$ cat config.mk
export PLATFORM = sky130hd
export DESIGN_NAME = halving_step_peak_search_core
export DESIGN_NICKNAME = d
export VERILOG_FILES = /design/src/rtl/hsps_pkg.sv /design/src/rtl/halving_step_peak_search_core.sv
export SDC_FILE = /design/constraint.sdc
export NUM_CORES = 1
export LEC_CHECK = 0
export BUFFER_PORTS_ARGS = -buffer_cell sky130_fd_sc_hd__buf_2
export CAP_MARGIN = 20
export CORE_AREA = 2 2 135 137
export DETAILED_ROUTE_END_ITERATION = 7
export DIE_AREA = 0 0 137 139
export PLACE_DENSITY_LB_ADDON = 0.05
export SLEW_MARGIN = 0
export SYNTH_ARGS = -nofsm -noshare
export SYNTH_HDL_FRONTEND = slang
export SYNTH_SLANG_ARGS = --single-unit
export TNS_END_PERCENT = 5
$ cat constraint.sdc
create_clock -name clk -period 7.2 [get_ports clk]
set_input_delay 1.8 -clock clk [delete_from_list [all_inputs] [get_ports clk]]
set_output_delay 1.8 -clock clk [all_outputs]
set_load 0.01 [all_outputs]
$ cat src/rtl/hsps_pkg.sv
`timescale 1ns / 1ps
`default_nettype none
// ----------------------------------------------------------------------------
// hsps_pkg: shared types, constants and helpers for the peak search core
// Field widths, stream packing widths, phase and status codes, clamp and
// magnitude helpers.
// ----------------------------------------------------------------------------
package hsps_pkg;

  localparam int TUNE_BITS  = 12;
  localparam int POWER_BITS = 16;

  localparam int IN_DATA_BITS  = ((2 * TUNE_BITS + POWER_BITS + 7) / 8) * 8;
  localparam int OUT_DATA_BITS = ((TUNE_BITS + POWER_BITS + 7) / 8) * 8;
  localparam int SUM_BITS      = TUNE_BITS + 2;

  typedef logic [TUNE_BITS-1:0]         tune_t;
  typedef logic signed [POWER_BITS-1:0] power_t;
  typedef logic [POWER_BITS:0]          mag_t;
  typedef logic signed [SUM_BITS-1:0]   sum_t;

  typedef enum logic [0:0] {
    OP_START   = 1'b0,
    OP_MEASURE = 1'b1
  } opcode_t;

  typedef enum logic [1:0] {
    ST_PROBE   = 2'd0,
    ST_DONE    = 2'd1,
    ST_IGNORED = 2'd2
  } status_t;

  typedef enum logic [1:0] {
    PH_IDLE   = 2'd0,
    PH_FIRST  = 2'd1,
    PH_SEARCH = 2'd2
  } phase_t;

  localparam tune_t TUNE_MAX = {TUNE_BITS{1'b1}};

  function automatic tune_t clamp_tune(input sum_t v);
    tune_t res;
    if (v < 0) begin
      res = '0;
    end else if (v > sum_t'({2'b00, TUNE_MAX})) begin
      res = TUNE_MAX;
    end else begin
      res = v[TUNE_BITS-1:0];
    end
    return res;
  endfunction

  function automatic mag_t power_mag(input power_t v);
    logic signed [POWER_BITS:0] ext;
    mag_t res;
    ext = {v[POWER_BITS-1], v};
    if (v[POWER_BITS-1]) begin
      res = mag_t'(-ext);
    end else begin
      res = mag_t'(ext);
    end
    return res;
  endfunction

endpackage
`default_nettype wire

$ cat src/rtl/halving_step_peak_search_core.sv
`timescale 1ns / 1ps
`default_nettype none
// ----------------------------------------------------------------------------
// halving_step_peak_search_core: tuning peak search with halving step
// Start beats load origin and span and return the first probe tune;
// measurement beats return the next probe or the final best tune, or are ignored while idle.
// ----------------------------------------------------------------------------
// Usage:
//   Input stream: in_tuser selects start (0) or measurement (1); in_tdata
//   carries start tune, span and the power sample taken at the last probe.
//   Result stream: one beat per input beat; out_tuser is the status
//   (probe, done, ignored), out_tdata the tune word and best power.
//   Path: input register, then result register, from input beat to result
//   beat. Throughput: one beat per cycle while the receiver takes results,
//   set by the single compare/add/clamp path between the two registers,
//   which also updates the search state.
//   Reset (rst_n low, synchronous): both stages empty, search idle; origin,
//   probe and best tunes, step and best power zero.
//   Receiver stall: the result register holds its beat; one more input
//   beat is taken into the input register, then in_tready drops until the
//   result beat is taken.
// ----------------------------------------------------------------------------
module halving_step_peak_search_core (
  input  wire                              clk,
  input  wire                              rst_n,
  input  wire                              in_tvalid,
  output logic                             in_tready,
  // lowest bit up: start_tune, search_span, power_reading
  input  wire [hsps_pkg::IN_DATA_BITS-1:0] in_tdata,
  // opcode
  input  wire [0:0]                        in_tuser,
  output logic                             out_tvalid,
  input  wire                              out_tready,
  // lowest bit up: tune_word, best_power, zero fill
  output logic [hsps_pkg::OUT_DATA_BITS-1:0] out_tdata,
  // status
  output logic [1:0]                       out_tuser
);
  import hsps_pkg::*;

  logic    in_valid_r;
  opcode_t in_op_r;
  tune_t   in_start_r;
  tune_t   in_span_r;
  power_t  in_power_r;

  phase_t  phase_r, phase_nxt;
  tune_t   step_r, step_nxt;
  tune_t   origin_r, origin_nxt;
  tune_t   best_tune_r, best_tune_nxt;
  power_t  best_level_r, best_level_nxt;
  tune_t   probe_r, probe_nxt;

  logic    out_valid_r;
  tune_t   out_tune_r, out_tune_nxt;
  status_t out_status_r, out_status_nxt;
  power_t  out_power_r;

  logic    advance;
  logic    dir_up;
  logic    better;
  tune_t   new_best;
  tune_t   half_step;
  sum_t    start_sum;
  sum_t    first_sum;
  sum_t    search_sum;

  assign advance   = in_valid_r && (!out_valid_r || out_tready);
  assign in_tready = !in_valid_r || advance;

  // input register
  always_ff @(posedge clk) begin
    if (!rst_n) begin
      in_valid_r <= 1'b0;
    end else if (in_tready) begin
      in_valid_r <= in_tvalid;
    end
  end

  always_ff @(posedge clk) begin
    if (in_tready && in_tvalid) begin
      in_op_r    <= opcode_t'(in_tuser[0]);
      in_start_r <= in_tdata[TUNE_BITS-1:0];
      in_span_r  <= in_tdata[2*TUNE_BITS-1:TUNE_BITS];
      in_power_r <= in_tdata[2*TUNE_BITS+POWER_BITS-1:2*TUNE_BITS];
    end
  end

  assign dir_up     = probe_r > best_tune_r;
  assign better     = power_mag(in_power_r) > power_mag(best_level_r);
  assign new_best   = better ? probe_r : best_tune_r;
  assign half_step  = step_r >> 1;
  assign start_sum  = sum_t'({2'b00, in_start_r}) - sum_t'({2'b00, in_span_r});
  assign first_sum  = sum_t'({2'b00, origin_r}) + sum_t'({2'b00, step_r});
  assign search_sum = (better ^ dir_up) ?
                      sum_t'({2'b00, new_best}) + sum_t'({2'b00, step_r}) :
                      sum_t'({2'b00, new_best}) - sum_t'({2'b00, step_r});

  always_comb begin
    phase_nxt      = phase_r;
    step_nxt       = step_r;
    origin_nxt     = origin_r;
    best_tune_nxt  = best_tune_r;
    best_level_nxt = best_level_r;
    probe_nxt      = probe_r;
    out_tune_nxt   = best_tune_r;
    out_status_nxt = ST_IGNORED;
    if (in_op_r == OP_START) begin
      origin_nxt     = in_start_r;
      step_nxt       = in_span_r;
      probe_nxt      = clamp_tune(start_sum);
      phase_nxt      = PH_FIRST;
      out_tune_nxt   = probe_nxt;
      out_status_nxt = ST_PROBE;
    end else begin
      case (phase_r)
        PH_FIRST: begin
          best_level_nxt = in_power_r;
          best_tune_nxt  = probe_r;
          if (step_r == '0) begin
            phase_nxt      = PH_IDLE;
            out_tune_nxt   = probe_r;
            out_status_nxt = ST_DONE;
          end else begin
            probe_nxt      = clamp_tune(first_sum);
            phase_nxt      = PH_SEARCH;
            out_tune_nxt   = probe_nxt;
            out_status_nxt = ST_PROBE;
          end
        end
        PH_SEARCH: begin
          if (better) begin
            best_level_nxt = in_power_r;
            best_tune_nxt  = probe_r;
          end
          step_nxt = half_step;
          if (half_step == '0) begin
            phase_nxt      = PH_IDLE;
            out_tune_nxt   = new_best;
            out_status_nxt = ST_DONE;
          end else begin
            probe_nxt      = clamp_tune(search_sum);
            out_tune_nxt   = probe_nxt;
            out_status_nxt = ST_PROBE;
          end
        end
        default: begin
          phase_nxt = PH_IDLE;
        end
      endcase
    end
  end

  // search state, advance with each beat
  always_ff @(posedge clk) begin
    if (!rst_n) begin
      phase_r      <= PH_IDLE;
      step_r       <= '0;
      origin_r     <= '0;
      best_tune_r  <= '0;
      best_level_r <= '0;
      probe_r      <= '0;
    end else if (advance) begin
      phase_r      <= phase_nxt;
      step_r       <= step_nxt;
      origin_r     <= origin_nxt;
      best_tune_r  <= best_tune_nxt;
      best_level_r <= best_level_nxt;
      probe_r      <= probe_nxt;
    end
  end

  // result register
  always_ff @(posedge clk) begin
    if (!rst_n) begin
      out_valid_r <= 1'b0;
    end else if (advance) begin
      out_valid_r <= 1'b1;
    end else if (out_tready) begin
      out_valid_r <= 1'b0;
    end
  end

  always_ff @(posedge clk) begin
    if (advance) begin
      out_tune_r   <= out_tune_nxt;
      out_status_r <= out_status_nxt;
      out_power_r  <= best_level_nxt;
    end
  end

  assign out_tvalid = out_valid_r;
  assign out_tuser  = out_status_r;
  assign out_tdata  = {{(OUT_DATA_BITS - TUNE_BITS - POWER_BITS){1'b0}},
                       out_power_r, out_tune_r};

endmodule
`default_nettype wire

==> flow_summary.ini, run 1 <==
[sta]
holdWs_ns = 0.466
relSlewSlack_pct = 31.9
max_freq_mhz = 146
worstMarginPinSlew_ns = 1.02
min_period_over_period_pct = 94.9
rsz0062_at_grt = yes
setup_tns_ns = 0
timing.final.crit_period_ns = 6.84
finalMaxSlewViolations = 0
hold_viol = 0
skew_ns = 0.0126
finalSetupViolations = 0
fin_ws_ns = 0.364

[drt]
wl_um = 26900
antenna_left = 0
drtIter0Drc = 878
vias = 8326
vias_per_cell = 6.13
dr.pass1.iters = 6
drc = 0
wl_per_cell_um = 19.8

[clocking]
cts_buffers = 17
ctsHtreeMaxLevel = 4
clock_sinks = 139
cts_tree = done
cts_buffer_depth = 2
ctsHoldBuffers = 0
cts_root_buffer = clkbuf_16
clk_pin_slew_ns = 0.06
post-cts-setup-buffers = 0
clk_latency_ns = 0.44

[grt]
grt_pass1_vias = 7732
gr-total-overflow = 0
grt_usage_pct = 28.9
grt_start_max_net_pins = 69
grt_pass1_wl_um = 42800
grt_antenna_before_repair = 0

[power_and_ir_drop]
ir_drop_mv = 0.200
p_leak_uw = 0.00444
power_density_mw_per_mm2 = 218

[layout]
final_util_pct = 60.8
area_delta_synth_final_pct = 12.5
nets = 1246
diodes = 0
drive_above_1_share_pct = 13.5

[floorplan]
die_h_um = 139
start_util_pct = 54.0
io_pins = 81
die_area_mm2 = 0.0190
fp.coreArea_mm2 = 0.0177
rows = 49
die_w_um = 137

[synth]
syn-instance-count = 1054
synth_top_area_share_pct = 22.3
yosysTopAreaCell = edfxtp_1
synthTopCellsByArea = edfxtp_1 (22%), dfxtp_1 (14%), ha_1 (10%), nand2_1 (5.3%), o21ai_0 (3.1%)
synth.avg_cell_area_um2 = 9.05
ys_seq_elements = 139
ys_seq_area_share_pct = 36.6
synth_area_mm2 = 0.00954
async_flop_share_pct = 0
synth_ff_type = edfxtp_1
ys_types = 79
synth_edf_count = 71
synth-warning-count = 0

[setup_path]
reg2reg_depth = 23
startpoint_type = flip-flop
crit_path_end = out_tune_r[2]
required_ns = 7.39
critPathSlowestCell = o41ai_1
arrival_ns = 7.02
crit_path_max_incr_delay_ns = 0.47
r2r_end = out_tune_r[2]
crit_family = compound AO/OA/AOI/OAI gates
criticalPathCategory = reg2reg
r2r_slack_ns = 0.36
cp.depth = 23
r2r_start = best_level_r[0]
path_buf_inv = 2
crit_chain = or3_1, or3_1, or3_1, o31ai_1, xor2_1, ha_1, nand4_1, or3_4, a311o_1, a31oi_4, buf_4, buf_4, nand2_1, o21ai_0, ha_2, a21o_1, a21oi_1, o31ai_1, o41ai_1, o31ai_1, or2_2, a211o_1, a41o_1
crit_fanout = 13
cp-end-kind = flip-flop
critPathLaunch = best_level_r[0]

[run]
cap_violations = 0

[hold_path]
hp-class = reg2reg

[place]
gp_congestion = 0.978
port_buffers = 76
dp_hpwl_um = 20200
dpl_worst_slack_ns = 0.350

[status]
status = finished clean
==> flip-flops by register name, indices dropped and copies added (netlist names) <==
register      flops
best_level_r     16
best_tune_r      12
in_op_r           1
in_power_r       16
in_span_r        12
in_start_r       12
in_valid_r        1
origin_r         12
out_power_r      16
out_tune_r       12
out_tuser         2
out_tvalid        1
phase_r           2
probe_r          12
step_r           12
==> final cells by class <==
| cell class | instances | area (um2) |
|---|---|---|
| Inverter | 66 | 248 |
| Timing Repair Buffer | 94 | 539 |
| Clock inverter | 15 | 143 |
| Tap cell | 229 | 287 |
| Fill cell | 1545 | 6920 |
| Clock buffer | 17 | 425 |
| Sequential cell | 139 | 3490 |
| Multi-Input combinational cell | 799 | 5600 |
==> timing repair <==
item / CTS / global route
setup endpoints to repair: 0 / 13
hold endpoints to repair: 0 / 0
gates resized for setup: 0 / 2
==> worst register-to-register path: stages, from the launching register on <==
cell	delay (ns)
dfxtp_1	0.34
or3_1	0.42
or3_1	0.44
or3_1	0.37
o31ai_1	0.25
xor2_1	0.11
ha_1	0.29
nand4_1	0.13
or3_4	0.45
a311o_1	0.32
a31oi_4	0.32
buf_4	0.21
buf_4	0.22
nand2_1	0.07
o21ai_0	0.20
ha_2	0.46
a21o_1	0.20
a21oi_1	0.13
o31ai_1	0.13
o41ai_1	0.47
o31ai_1	0.22
or2_2	0.35
a211o_1	0.26
a41o_1	0.23
==> cell families (layout without fill, tap and decap cells) <==
group / after synthesis / count (layout) / share of synthesized area [%]
buf+inv: 120 / 192 / 4.97
simple gates: 311 / 311 / 15.6
fa+ha+maj: 84 / 84 / 11.3
compound gates: 340 / 340 / 25.6
mux: 10 / 10 / 1.14
flops: 139 / 139 / 36.6
xor+xnor: 48 / 48 / 4.60
other cells: 2 / 6 / 0.0787
==> where the power goes <==
group          internal (uW)  switching, uW  total [uW]
clock network            460            395         855
registers                869           36.4         905
logic                    218            361         579
==> synth_stat cells, types with 13 or more instances <==
cell	n
a21boi_0	28
a21o_1	20
a21oi_1	48
a22o_1	15
a22oi_1	18
clkbuf_1	48
dfxtp_1	68
edfxtp_1	71
ha_1	80
inv_1	66
nand2_1	135
nand2b_1	14
nand3_1	18
nor2_1	47
nor2b_1	26
o211ai_1	16
o21ai_0	60
o221ai_1	14
o31ai_1	13
or3_1	13
xnor2_1	32
xor2_1	15
==> worst min path at each step <==
stage	startpoint	endpoint	slack [ns]	depth (start not counted)
2_1_floorplan	best_tune_r[11]	best_tune_r[11]	0.44	2
3_3_place_gp	best_tune_r[11]	best_tune_r[11]	0.45	2
3_5_place_dp	best_tune_r[11]	best_tune_r[11]	0.46	2
4_1_cts	best_tune_r[11]	best_tune_r[11]	0.47	2
5_1_grt	origin_r[5]	origin_r[5]	0.50	2
6_report	best_tune_r[11]	best_tune_r[11]	0.47	2
==> cells in the final DEF (no fill, tap or decap), types with 7 or more instances in the layout <==
cell type,instances
nand2_1,135
o221ai_1,14
a211oi_1,7
nor2b_1,26
a221oi_1,8
inv_1,66
o211a_1,12
dfxtp_1,68
or3_1,13
inv_8,7
nand2b_1,14
a21o_1,20
nand3_1,18
a21boi_0,28
ha_1,79
a22o_1,15
a21oi_1,48
o41ai_1,7
a22oi_1,18
and3_1,7
o211ai_1,16
edfxtp_1,71
xor2_1,15
xnor2_1,32
o21ai_0,60
buf_2,76
nor3_1,12
a31oi_1,10
buf_4,16
o31ai_1,12
nand4_1,12
nor2_1,47
clkbuf_16,17
==> layer usage <==
| layer | GRT usage, % | wire (um) |
|---|---|---|
| met1 | 43.9 | 12600 |
| met3 | 5.92 | 2360 |
| met2 | 40.6 | 11400 |
| met4 | 9.66 | 638 |
| met5 | 0 | 0 |
==> through the flow <==
stage / power (uW) / cell area (um2) / cells
after floorplan: 1320 / 9560 / 1058
after global placement: 1480 / 10100 / 1325
after detailed placement: 1480 / 10200 / 1327
after CTS: 2340 / 10700 / 1359
after global routing: 2430 / 10700 / 1359
final: 2340 / 10700 / 1359
Power figures use the tool's default switching activity.
==> inputs of run 2 (changes only) <==
Settings changed: BUFFER_PORTS_ARGS -buffer_cell sky130_fd_sc_hd__buf_2 to -buffer_cell sky130_fd_sc_hd__clkbuf_2.
==> run 2 against run 1 <==
Combinational power grew 2%. Non-clock buffer count is the same. Largest cell class unchanged. Clock skew shrank 0.0035 ns. Critical path type unchanged. Worst setup slack better by 0.031 ns. First-iteration DRC count decreased by 3.9%. Critical path depth fell by 1. Count of clock-buffer cells in the layout increased by 1.
==> flow_summary.ini, run 2 (same netlist as run 1, synthesis figures left out) <==
[setup_path]
criticalPathCategory = reg2reg
r2r_start = best_level_r[0]
arrival_ns = 6.97
critPathLaunch = best_level_r[0]
crit_fanout = 13
required_ns = 7.36
reg2reg_depth = 22
r2r_slack_ns = 0.39
cp-end-kind = flip-flop
crit_path_end = out_tune_r[5]
startpoint_type = flip-flop
r2r_end = out_tune_r[5]

[layout]
drive_above_1_share_pct = 13.5
fillers = 1544
final_common_cell = nand2_1
multi_input_comb_area_mm2 = 0.00562
nets = 1246
seq_area_mm2 = 0.00349
area_delta_synth_final_pct = 13.0
diodes = 0
layout_common_cells = nand2_1 (135), ha_1 (80), clkbuf_2 (76), edfxtp_1 (71), dfxtp_1 (68)
reg_top3 = best_level_r x16, in_power_r x16, out_power_r x16

[place]
dpl_worst_slack_ns = 0.289
port_buffers = 76
gp_congestion = 0.983
dp_hpwl_um = 20300

[hold_path]
hold_depth = 2
hp-class = reg2reg

[sta]
timing.final.crit_period_ns = 6.81
hold_viol = 0
relSlewSlack_pct = 27.4
min_period_over_period_pct = 94.5
finalMaxSlewViolations = 0
fin_ws_ns = 0.395
holdWs_ns = 0.467
finalSetupViolations = 0
setup_tns_ns = 0
skew_ns = 0.00907
worstMarginPinSlew_ns = 1.09
max_freq_mhz = 147
rsz0062_at_grt = no

[drt]
vias_per_cell = 6.24
antenna_left = 0
wl_um = 27400
dr.pass1.iters = 7
wl_per_cell_um = 20.2
vias = 8477
drc = 0
drtIter0Drc = 844

[clocking]
clk_pin_slew_ns = 0.06
ctsHtreeMaxLevel = 4
cts_root_buffer = clkbuf_16
post-cts-setup-buffers = 0
clock_sinks = 139
clk_latency_ns = 0.44
cts_tree = done
cts_buffers = 17
cts_buffer_depth = 2

[grt]
grt_usage_pct = 29.3
gr-total-overflow = 0
grt_antenna_before_repair = 0
grt_pass1_wl_um = 43300
grt_start_max_net_pins = 69
grt_pass1_vias = 7876

[floorplan]
die_h_um = 139
io_pins = 81
fp.coreArea_mm2 = 0.0177
start_util_pct = 54.0
die_w_um = 137
rows = 49
die_area_mm2 = 0.0190

[run]
cap_violations = 0

[status]
status = finished clean

[power_and_ir_drop]
power_density_mw_per_mm2 = 221
ir_drop_mv = 0.172
p_leak_uw = 0.00448
run 2: report_power, final:
part / switching, uW / leakage [uW] / internal, uW
clock network: 373 / 0.000282 / 518
logic: 371 / 0.00296 / 220
registers: 36.5 / 0.00124 / 869
total: 781 / 0.00448 / 1610
run 2: worst max-delay path, cell delays in order, from the launching register on:
cell and delay, ns:
dfxtp_1 0.35, or3_1 0.43, or3_1 0.44, or3_1 0.37
o31ai_1 0.26, xor2_1 0.11, ha_1 0.29, nand4_1 0.12
or3_4 0.44, a311o_1 0.32, a31oi_4 0.33, buf_4 0.21
buf_4 0.22, o21ai_0 0.20, ha_1 0.56, a21oi_1 0.11
o22a_1 0.24, o41ai_2 0.42, o31ai_4 0.15, nand2b_1 0.31
o22a_1 0.28, a21oi_1 0.21, o2111ai_1 0.15
run 2: metrics by stage:
| step | cells | util [%] | power (uW) | instance area, um2 |
|---|---|---|---|---|
| after floorplan | 1058 | - | 1320 | 9560 |
| after global placement | 1325 | 57.3 | 1490 | 10100 |
| after detailed placement | 1326 | 57.5 | 1490 | 10100 |
| after CTS | 1358 | 60.8 | 2370 | 10700 |
| after global routing | 1359 | 61.1 | 2480 | 10800 |
| final | 1359 | 61.1 | 2390 | 10800 |
run 2: cell type report:
cell class                 instances  share of cell area, %
timing repair buffer              94                   5.00
clock inverter                    14                   1.49
tap                              229                   2.66
sequential                       139                   32.4
clock buffer                      18                   3.98
inverter                          66                   2.30
multi-input combinational        799                   52.2
run 2: repair_timing:
item	in CTS	in global routing
hold buffers	0	0
resized for setup	0	5
setup endpoints to repair	0	21
run 2: worst min-delay path by stage:
stage,start,end,slack [ns]
2_1_floorplan,best_tune_r[11],best_tune_r[11],0.44
3_3_place_gp,best_tune_r[11],best_tune_r[11],0.45
3_5_place_dp,best_tune_r[10],best_tune_r[10],0.46
4_1_cts,best_tune_r[10],best_tune_r[10],0.47
5_1_grt,best_tune_r[11],best_tune_r[11],0.49
6_report,best_tune_r[10],best_tune_r[10],0.47
run 2: routing by layer:
metal	GRT usage [%]	up-vias	wire, um
met2	41.2	457	11300
met4	9.60	0	711
met1	44.3	3924	12500
li1	-	4029	-
met3	6.47	67	2980
met5	0	-	0
